===== config.mk =====
export PLATFORM = sky130hd
export DESIGN_NAME = pssm_ctrl
export DESIGN_NICKNAME = d
export VERILOG_FILES = /design/src/pssm_pkg.sv /design/src/pssm_ctrl.sv
export SDC_FILE = /design/constraint.sdc
export NUM_CORES = 1
export LEC_CHECK = 0
export BUFFER_PORTS_ARGS = -buffer_cell sky130_fd_sc_hd__buf_4
export CAP_MARGIN = 20
export CORE_AREA = 2 2 39 41
export DETAILED_ROUTE_END_ITERATION = 8
export DIE_AREA = 0 0 41 43
export GPL_ROUTABILITY_DRIVEN = 0
export PLACE_DENSITY = 0.49
export SYNTH_ARGS = -nofsm -noshare
export SYNTH_HDL_FRONTEND = slang
export SYNTH_SLANG_ARGS = --single-unit

===== constraint.sdc =====
create_clock -name clk -period 1.18 [get_ports clk]
set_input_delay 0.059 -clock clk [delete_from_list [all_inputs] [get_ports clk]]
set_output_delay 0.059 -clock clk [all_outputs]
set_load 0.005 [all_outputs]

===== src/pssm_pkg.sv =====
`timescale 1ns / 1ps
package pssm_pkg;
  localparam int POOL_SLOTS = 256;
  localparam int SLOT_W     = 8;
  localparam int CNT_W      = 9;
  localparam logic [CNT_W-1:0] POOL_FULL = 9'd256;

  localparam logic [1:0] ST_OK      = 2'd0;
  localparam logic [1:0] ST_TOOBIG  = 2'd1;
  localparam logic [1:0] ST_FULL    = 2'd2;
  localparam logic [1:0] ST_NONE    = 2'd3;

  localparam logic [1:0] LANE_HIGH = 2'd0;
  localparam logic [1:0] LANE_MID  = 2'd1;
  localparam logic [1:0] LANE_LOW  = 2'd2;

  localparam logic [1:0] PR_NORMAL = 2'd0;
  localparam logic [1:0] PR_WATCH  = 2'd1;
  localparam logic [1:0] PR_FULL   = 2'd2;

  localparam logic [1:0] REG_LIMIT = 2'd0;
  localparam logic [1:0] REG_WATCH = 2'd1;
  localparam logic [1:0] REG_FULLT = 2'd2;

  localparam logic [1:0] OP_NONE = 2'd0;
  localparam logic [1:0] OP_ENQ  = 2'd1;
  localparam logic [1:0] OP_DEQ  = 2'd2;

  typedef struct packed {
    logic       start;
    logic       rd;
    logic       commit;
    logic [1:0] op;
  } pssm_cmd_t;

  typedef struct packed {
    logic busy;
  } pssm_stat_t;

  function automatic logic [1:0] lane_of(input logic [1:0] prio);
    case (prio)
      2'd2:    lane_of = LANE_MID;
      2'd3:    lane_of = LANE_LOW;
      default: lane_of = LANE_HIGH;
    endcase
  endfunction
endpackage


===== src/pssm_ctrl.sv =====
`timescale 1ns / 1ps
module pssm_ctrl
  import pssm_pkg::*;
(
  input  logic       clk,
  input  logic       rst,
  input  logic       in_valid,
  input  logic       in_mode,
  input  logic       out_busy,
  output logic       in_ready,
  output pssm_cmd_t  cmd
);
  localparam logic [1:0] S_IDLE   = 2'd0;
  localparam logic [1:0] S_READ   = 2'd1;
  localparam logic [1:0] S_COMMIT = 2'd2;

  logic [1:0] state, state_next;
  logic [1:0] op, op_next;

  always_comb begin
    state_next = state;
    op_next    = op;
    cmd.start  = 1'b0;
    cmd.rd     = 1'b0;
    cmd.commit = 1'b0;
    in_ready   = 1'b0;
    unique case (state)
      S_IDLE: begin
        in_ready = !rst;
        if (in_valid && !rst) begin
          cmd.start  = 1'b1;
          op_next    = in_mode ? OP_DEQ : OP_ENQ;
          state_next = S_READ;
        end
      end
      // entry store read at the lane head
      S_READ: begin
        cmd.rd     = 1'b1;
        state_next = S_COMMIT;
      end
      // commit only once the result register is free
      S_COMMIT: begin
        if (!out_busy) begin
          cmd.commit = 1'b1;
          state_next = S_IDLE;
        end
      end
      default: state_next = S_IDLE;
    endcase
    cmd.op = op_next;
  end

  always_ff @(posedge clk) begin
    if (rst) begin
      state <= S_IDLE;
      op    <= OP_NONE;
    end else begin
      state <= state_next;
      op    <= op_next;
    end
  end
endmodule


After elaboration in Yosys (flattened, before gate mapping). Cells that the tools add are included. Widths: inputs -> output; s select.

Register bits: 4.

Equality and inequality tests: 4. Muxes and demuxes: 12. Reduce and logical (&&, ||, !) cells: 4.

Operators with widths (count): $mux 2 (5); $mux 1 (6); $pmux 2 s3 (1); $ne 2x2->1 const B (2); $eq 2x1->1 const B (1); $eq 2x2->1 const B (1); $logic_not 2->1 (1); $reduce_and 2->1 (1); $logic_and 1x1->1 (1); $logic_not 1->1 (1).

Depth between registers and ports, before layout. Gate-level depths: netlist of the first run.

Depth in word-level cells: 4. Gate-level depth with buffers: 3. Gate-level depth less buffers: 2.

Worst setup path before layout of the first run. No wires, ideal clock.

Path type: reg-to-output. From: register state[1]. To: output port cmd[1] (netlist bit). Arrival time: 1085 ps. Setup slack: 36 ps. Stages on the path, launching flop included: 3. Path buffers: 0. Cell sequence: dfxtp_1 nor4b_4 mux2_4.

RTL lines: start: declaration (RTL line pssm_ctrl.sv:17) `logic [1:0] state, state_next;`; start signal: assignment (RTL line pssm_ctrl.sv:58) `state <= state_next;`; end: declaration (RTL line pssm_ctrl.sv:11) `output pssm_cmd_t cmd`.

==> qor.csv, run 1 <==
stage,metric,value,unit
sta,rsz0062_at_grt,yes,
clock_network,path_clk_slew,0.04,ns
sta,skew,0.004374,ns
sta,tightest_slew,0.2536,ns
synthesis,synthCells,21,
floorplanning,core_area,1384,um^2
sta,slew_violations,0,
finish,syn_to_final_growth,67.03,%
finish,layout.nets,45,
finish,final_cell_mix,"buf_4 (15), clkbuf_4 (3), dfxtp_1 (3), inv_1 (2)",
drt,antenna_left,0,
synthesis,yosysTopAreaCell,dfxtp_1,
critical_path,cp.depth,4,
critical_path,cp_top_family,flip-flops,
clock_network,cts_root_buf,clkbuf_4,
critical_path,crit_type,flip-flop to primary output,
floorplanning,fp.dieW,41,um
critical_path,cp.required,1.12,ns
run,cap_violations,0,
synthesis,synth_common_cells,"dfxtp_1 (4), inv_1 (2)",
critical_path,worstRegToRegCells,5,
clock_network,tritoncts,done,
sta,whs,0.04881,ns
floorplanning,pin_count,11,
clock_network,insertion_delay,0.24,ns
clock_network,cts_max_path_buffers,2,
synthesis,synth-edff-count,0,
hold_path,hold_path_class,input port to flip-flop,
synthesis,synth_area_leaders,"dfxtp_1 (35%), nor4b_4 (10%), mux2_4 (6.6%)",
synthesis,synth_nets,26,
sta,period_needed,1.471,ns
synthesis,ys.flop_type,dfxtp_1,
clock_network,cts-htree-levels,1,
synthesis,yosysMostFrequentCell,dfxtp_1,
synthesis,ys_seq_area_frac,0.3516,
finish,fin_cells,54,
drt,route.vias.total,224,
clock_network,cts_made_buffers,3,
clock_network,hold_buffers,0,
synthesis,synth_seq_cells,4,
synthesis,synth_cell_type_count,17,
floorplanning,die_area,1763,um^2
critical_path,end_kind,primary output,
place,dp_hpwl,416.5,um
critical_path,r2r_slack,-0.01,ns
run_status,status,"finished, violations left",
synthesis,synth_warnings,0,
sta,slew-limit-headroom,0.8302,
critical_path,path_max_fanout,4,
sta,tns,-0.7529,ns
sta,timing.fmax,679.9,MHz
clock_network,cts.sinks,4,
critical_path,critPathArrivalTime,1.41,ns
global_route,grt_pass1_wl,903,um
critical_path,path_buf_inv,2,
finish,final_util,0.2749,
floorplanning,die_y,43,um
critical_path,startpoint,state[0],
floorplanning,core.rowCount,14,
run_status,failed_checks,setup timing,
drt,drc_errors,0,
critical_path,cp_common_cell,buf_4,
finish,n_antenna_cell,0,
sta,setup_slack,-0.2908,ns
synthesis,synth.cell_area,227.7,um^2
sta,hold_viol_final,0,
critical_path,path_cells,nor4b_4 -> buf_4 -> mux2i_2 -> buf_4,
hold_path,whs_path_depth,2,
sta,finalCritPeriodShare,1.246,
drt,wl_per_cell,10.61,um
synthesis,avgSynthCellArea,10.84,um^2
critical_path,r2r_start,state[1],
drt,viasPerCell,4.148,
finish,nFillCells,145,
global_route,grt_usage,0.08133,
drt,firstDrtPassIters,1,
critical_path,reg2reg_to,op[1],
synthesis,synth_top_area_share,0.3516,
power_and_ir_drop,irDropWorstVdd,0.4699,mV
synthesis,synthArstFlopShare,0,
drt,drt_iter0_drc,0,
global_route,grt_pass1_vias,229,
place,placed_cells,49,
finish,drive_above_1_share,0.6053,
drt,wirelength,573,um
power_and_ir_drop,leakage,0.0001781,uW
global_route,antenna_found_initial,0,
critical_path,crit_path_top_delay_cell,dfxtp_2,
critical_path,start_kind,flip-flop,
critical_path,max_stage_delay,0.34,ns
critical_path,endpoint,cmd[0],
finish,final_common_cell,buf_4,
place,port_buffers,10,
floorplanning,start_util,0.1646,
power_and_ir_drop,pwr_density_cell,1129,nW/um^2
global_route,overflow,0,
global_route,grt_max_degree,7,
sta,final-setup-viol-count,5,
## cell families (layout without fill, tap and decap cells)
logic type,count (synthesis),count (layout),synth area share
AOI/OAI and AO/OA,3,3,0.09340
DFF,4,4,0.3517
muxes,2,2,0.1099
buffers and inverters,3,20,0.06596
and+or+nand+nor,9,9,0.3792
## worst min path at each step
stage                     startpoint       end  slack, ns
after global routing             rst  state[0]       0.06
final                            rst  state[0]       0.05
after floorplan                  rst  state[1]       0.13
after CTS                        rst  state[0]       0.04
after detailed placement         rst     op[0]       0.29
after global placement           rst     op[0]       0.29
## cell type report
cell class | instances | area, um^2 | share of cell area
tap | 16 | 20.02 | 0.05263
timing repair buffer | 15 | 112.6 | 0.2961
clock buffer | 3 | 22.52 | 0.05921
multi-input combinational | 14 | 136.4 | 0.3586
inverter | 2 | 7.507 | 0.01974
sequential | 4 | 81.33 | 0.2138
## per-stage QoR
stage                     setup WS [ns]  area (um^2)  total power, uW
final                           -0.2908        380.4            429.6
after CTS                       -0.2748        369.1            431.1
after detailed placement       -0.05793        337.8            250.2
after floorplan                 0.03596        227.7            198.6
after global routing            -0.3427        380.4            456.4
after global placement          0.01517        337.8            247.5
## flip-flops by register name, indices dropped and copies added (netlist names)
| signal | count |
|---|---|
| state | 2 |
| op | 2 |
## report_power, final
group	total, uW	internal (uW)	switching (uW)
Clock	171	114	57.0
Sequential	154	146	7.55
Combinational	105	66.5	38.5
Total	430	326	103
## routing by layer
metal | wire [um] | track usage | vias up
li1 | - | - | 113
met1 | 242 | 0.09646 | 96
met2 | 236 | 0.1031 | 13
met3 | 79 | 0.03141 | 2
met4 | 14 | 0.08000 | 0
met5 | 0 | 0 | -
## timing repair
action                     4_1_cts  5_1_grt
gates cloned                     0        0
pin swaps                        1        0
setup endpoints to repair        4        6
gates resized for setup          1        1
buffers inserted                 1        1
No activity file was read; power rests on OpenSTA's default activity.
==> run 2: changes to the inputs <==
--- a/config.mk
+++ b/config.mk
@@ -6,11 +6,11 @@
 export NUM_CORES = 1
 export LEC_CHECK = 0
-export BUFFER_PORTS_ARGS = -buffer_cell sky130_fd_sc_hd__buf_4
 export CAP_MARGIN = 20
 export CORE_AREA = 2 2 39 41
 export DETAILED_ROUTE_END_ITERATION = 8
 export DIE_AREA = 0 0 41 43
+export DONT_BUFFER_PORTS = 1
 export GPL_ROUTABILITY_DRIVEN = 0
-export PLACE_DENSITY = 0.49
+export PLACE_DENSITY = 0.42
 export SYNTH_ARGS = -nofsm -noshare
 export SYNTH_HDL_FRONTEND = slang
==> constraint.sdc (replaced) <==
create_clock -name clk -period 1.18 [get_ports clk]
set_input_delay 0.177 -clock clk [delete_from_list [all_inputs] [get_ports clk]]
set_output_delay 0.177 -clock clk [all_outputs]
set_load 0.005 [all_outputs]
==> qor.csv, run 2 (synthesis gave the netlist of run 1 again) <==
stage,metric,value,unit,change
run_status,status,"finished, violations left",,
run_status,failed_checks,setup timing,,
critical_path,critPathArrivalTime,1.25,ns,-0.16 ns
finish,drive_above_1_share,0.6786,,+0.07331
sta,rsz0062_at_grt,yes,,
drt,antenna_left,0,,unchanged
clock_network,insertion_delay,0.23,ns,about the same
floorplanning,core_area,1384,um^2,unchanged
global_route,antenna_found_initial,0,,unchanged
critical_path,end_kind,primary output,,
sta,final-setup-viol-count,7,,+2
critical_path,start_kind,flip-flop,,
floorplanning,pin_count,11,,unchanged
clock_network,cts_made_buffers,3,,unchanged
global_route,grt_max_degree,8,,+1
floorplanning,core.rowCount,14,,unchanged
drt,wl_met2,208,um,-12%
drt,drt_iter0_drc,3,,+3
critical_path,crit_type,flip-flop to primary output,,
critical_path,path_buf_inv,0,,-2
power_and_ir_drop,finalPower,398.5,uW,-7.2%
finish,n_antenna_cell,0,,unchanged
clock_network,cts_root_buf,clkbuf_4,,
clock_network,cts.sinks,4,,unchanged
sta,period_needed,1.424,ns,-0.04658 ns
floorplanning,fp.dieW,41,um,unchanged
power_and_ir_drop,irDropWorstVdd,0.6118,mV,+30%
finish,final_util,0.2468,,-0.02803
drt,firstDrtPassIters,2,,+1
floorplanning,die_y,43,um,unchanged
critical_path,path_max_fanout,3,,-1
finish,reg_top3,"op x2, state x2",,
global_route,grt_pass1_wl,828,um,-8.3%
clock_network,tritoncts,done,,
sta,skew,0.0008817,ns,-0.003492 ns
floorplanning,die_area,1763,um^2,unchanged
critical_path,cp_top_family,simple AND/OR/NAND/NOR gates,,
sta,setup_slack,-0.2443,ns,+0.04658 ns
finish,layout.nets,35,,-22%
place,dp_hpwl,373.7,um,-10%
sta,slew_violations,0,,unchanged
finish,final_cell_mix,"clkbuf_4 (3), buf_4 (3), dfxtp_1 (2), buf_6 (2), dfxtp_2 (2)",,
clock_network,cts_max_path_buffers,2,,unchanged
drt,wirelength,534,um,-6.8%
clock_network,path_clk_slew,0.04,ns,about the same
drt,top_layer,met3,,
global_route,grt_usage,0.07638,,-0.004943
global_route,overflow,0,,unchanged
critical_path,crit_path_top_delay_cell,nor4b_4,,
power_and_ir_drop,leakage,0.0001336,uW,-25%
critical_path,max_stage_delay,0.35,ns,about the same
critical_path,r2r_slack,-0.11,ns,-0.10 ns
sta,slew-limit-headroom,0.7860,,-0.04419
sta,timing.fmax,702.1,MHz,+3.3%
finish,nFillCells,159,,+9.7%
clock_network,hold_buffers,0,,unchanged
drt,wl_met1,237,um,-2.1%
place,port_buffers,0,,-10
drt,drc_errors,0,,unchanged
sta,whs,0.009343,ns,-0.03947 ns
floorplanning,start_util,0.1646,,unchanged
critical_path,cp.required,1.00,ns,-0.12 ns
power_and_ir_drop,pwr_density_cell,1167,nW/um^2,+3.3%
sta,finalCritPeriodShare,1.207,,-0.03948
global_route,grt_pass1_vias,194,,-15%
drt,route.vias.total,196,,-13%
clock_network,cts-htree-levels,1,,unchanged
critical_path,path_cells,nor4b_4 -> mux2_4,,
drt,wl_met3,88,um,+11%
sta,tightest_slew,0.3197,ns,+0.06601 ns
drt,wl_per_cell,12.14,um,+14%
finish,syn_to_final_growth,50.00,%,
sta,hold_viol_final,0,,unchanged
hold_path,hold_path_class,input port to flip-flop,,
run,cap_violations,0,,unchanged
drt,viasPerCell,4.455,,+7.4%
==> run 2: changes by cell type in the layout (fill, tap and decap cells not counted), sizes merged <==
cell | before | now
buf | 15 | 5
==> run 2: what timing repair did <==
item / in CTS / in global routing
setup buffers: 0 / 2
gates resized for setup: 2 / 8
pin swaps: 0 / 4
endpoints found under the setup margin: 5 / 8
endpoints found under the hold margin: 0 / 1
==> run 2: path summary, 6_finish.rpt <==
path / start / endpoint / cells past startpoint
max: state[0] / cmd[1] / 2
min: rst / op[0] / 1
max reg2reg: state[0] / op[1] / 4
min reg2reg: op[0] / op[0] / 2
==> run 2: power breakdown <==
part	internal, uW	switching, uW
Sequential	147	7.88
Clock	113	49.2
Combinational	50.6	30.9
==> run 2: routing by layer <==
metal | global-route usage | vias up
li1 | - | 93
met1 | 0.09677 | 90
met3 | 0.1047 | 0
met4 | 0.02000 | 0
met5 | 0 | -
met2 | 0.07188 | 13
==> run 2: stage by stage <==
step	cells	instance area, um^2	setup slack, ns	TNS [ns]
4_1_cts	42	296.5	-0.2590	-0.5701
2_1_floorplan	21	229.0	-0.03701	-0.03701
5_1_grt	44	341.6	-0.2964	-1.050
3_5_place_dp	39	264.0	-0.001243	-0.001243
3_3_place_gp	39	264.0	0.01912	0
6_report	44	341.6	-0.2443	-0.7058
==> run 2: area by class of cell <==
cell class,instances,area [um^2],area share
sequential,4,82.58,0.2418
tap,16,20.02,0.05861
clock buffer,3,22.52,0.06593
inverter,2,7.507,0.02198
timing repair buffer,5,45.04,0.1319
multi-input combinational,14,163.9,0.4799
==> run 3: changes to the inputs <==
clock period = 1.5 ns   (was 1.18 ns; I/O delays follow)
==> qor.csv, run 3 (synthesis gave the netlist of run 1 again) <==
stage,metric,value,unit,change
run_status,status,"finished, violations left",,
run_status,failed_checks,setup timing,,
global_route,grt_use_met3,0.03665,,-0.06806
drt,wl_per_cell,11.22,um,-7.6%
finish,fin_cells,41,,-6.8%
sta,whs,0.05796,ns,+0.04862 ns
sta,slew_violations,0,,unchanged
clock_network,tritoncts,done,,
global_route,grt_usage,0.08333,,+0.006951
critical_path,start_kind,flip-flop,,
place,port_buffers,0,,unchanged
sta,timing.fmax,649.3,MHz,
global_route,overflow,0,,unchanged
global_route,grt_pass1_wl,821,um,-0.85%
floorplanning,core_area,1384,um^2,unchanged
sta,slew-limit-headroom,0.7327,,-0.05326
finish,drive_above_1_share,0.3600,,-0.3186
place,dp_hpwl,380.8,um,+1.9%
sta,finalCritPeriodShare,1.027,,
critical_path,worstRegToRegCells,3,,-1
finish,syn_to_final_growth,22.53,%,
sta,final-setup-viol-count,1,,-6
clock_network,path_clk_slew,0.04,ns,about the same
drt,drt_iter0_drc,2,,-1
drt,drc_errors,0,,unchanged
clock_network,hold_buffers,0,,unchanged
global_route,met2_usage,0.1094,,+0.03750
drt,wirelength,460,um,-14%
floorplanning,die_y,43,um,unchanged
clock_network,cts_root_buf,clkbuf_4,,
critical_path,critPathArrivalTime,1.32,ns,+0.07 ns
sta,period_needed,1.540,ns,
critical_path,path_cells,nor4b_4 -> mux2_4,,
finish,reg_top3,"op x2, state x2",,
floorplanning,fp.dieW,41,um,unchanged
critical_path,cp.required,1.27,ns,+0.27 ns
clock_network,cts_max_path_buffers,2,,unchanged
run,cap_violations,0,,unchanged
finish,layout.nets,32,,-8.6%
floorplanning,die_area,1763,um^2,unchanged
clock_network,cts-htree-levels,1,,unchanged
drt,firstDrtPassIters,2,,unchanged
drt,antenna_left,0,,unchanged
sta,hold_viol_final,0,,unchanged
global_route,met1_usage,0.06431,,-0.03247
floorplanning,core.rowCount,14,,unchanged
clock_network,cts_setup_buffers,0,,unchanged
power_and_ir_drop,finalPower,294.8,uW,-26%
global_route,gr-max-usage-layer,met4,,
critical_path,crit_path_top_delay_cell,nor4b_4,,
global_route,antenna_found_initial,0,,unchanged
power_and_ir_drop,pwr_density_cell,1057,nW/um^2,-9.4%
sta,rsz0062_at_grt,yes,,
sta,tightest_slew,0.3992,ns,+0.07955 ns
drt,route.vias.total,177,,-9.7%
clock_network,insertion_delay,0.24,ns,about the same
hold_path,whs_path_depth,1,,unchanged
critical_path,crit_type,flip-flop to primary output,,
critical_path,path_max_fanout,4,,+1
place,placed_cells,38,,-2.6%
clock_network,cts.sinks,4,,unchanged
hold_path,hold_path_class,input port to flip-flop,,
drt,viasPerCell,4.317,,-3.1%
sta,setup_slack,-0.04003,ns,+0.2042 ns
sta,skew,0.003525,ns,+0.002643 ns
power_and_ir_drop,leakage,0.0001105,uW,-17%
global_route,grt_pass1_vias,193,,-0.52%
floorplanning,start_util,0.1646,,unchanged
floorplanning,pin_count,11,,unchanged
critical_path,max_stage_delay,0.42,ns,+0.07 ns
finish,nFillCells,161,,+1.3%
finish,final_cell_mix,"clkbuf_4 (3), dfxtp_1 (3), inv_1 (2), buf_4 (2)",,
power_and_ir_drop,irDropWorstVdd,0.2468,mV,-60%
finish,n_antenna_cell,0,,unchanged
clock_network,cts_made_buffers,3,,unchanged
critical_path,end_kind,primary output,,
place,dp_worst_setup_slack,0.1580,ns,+0.1593 ns
global_route,grt_max_degree,8,,unchanged
-- run 3: final timing paths --
| path | from | to | slack [ns] |
|---|---|---|---|
| worst max-delay path | state[0] | cmd[1] | -0.04 |
| worst min register to register | op[0] | op[0] | 0.47 |
| worst max register to register | state[1] | op[0] | 0.31 |
| worst min-delay path | rst | op[0] | 0.06 |
-- run 3: area by class of cell --
type,instances,area [um^2],share of cell area
multi-input cells,14,132.6,0.4753
flip-flops and latches,4,81.33,0.2915
clock buffers,3,22.52,0.08072
well taps,16,20.02,0.07175
repair buffers,2,15.01,0.05381
inverters,2,7.507,0.02691
-- run 3: timing repair --
action                                  in CTS  in global routing
gates cloned                                 0                  0
endpoints found under the setup margin       2                  2
endpoints found under the hold margin        0                  0
resized for setup                            1                  0
pin swaps                                    1                  0
-- run 3: per-stage QoR --
step | TNS [ns] | util | area, um^2
finish | -0.04003 | 0.2016 | 279.0
global route | -0.1055 | 0.2016 | 279.0
CTS | -0.06711 | 0.2016 | 279.0
detailed placement | 0 | 0.1844 | 255.2
global placement | 0 | 0.1844 | 255.2
floorplan | 0 | - | 227.7
-- run 3: routing by layer --
| layer | vias to the layer above | part of all wire |
|---|---|---|
| met5 | - | 0 |
| met4 | 0 | 0.10 |
| met3 | 4 | 0.054 |
| met2 | 5 | 0.60 |
| met1 | 83 | 0.24 |
| li1 | 85 | - |
-- run 3: critical path: cells and delay by family (launching register included) --
family	cells	cell delay, ns
mux	1	0.34
flops	1	0.32
simple gates	1	0.42
-- run 3: power breakdown --
group          switching [uW]  leakage [uW]  internal (uW)
logic                    18.3     0.0000634           24.6
registers                4.70     0.0000333            115
clock network            42.8     0.0000138           89.4
total                    65.9      0.000110            229
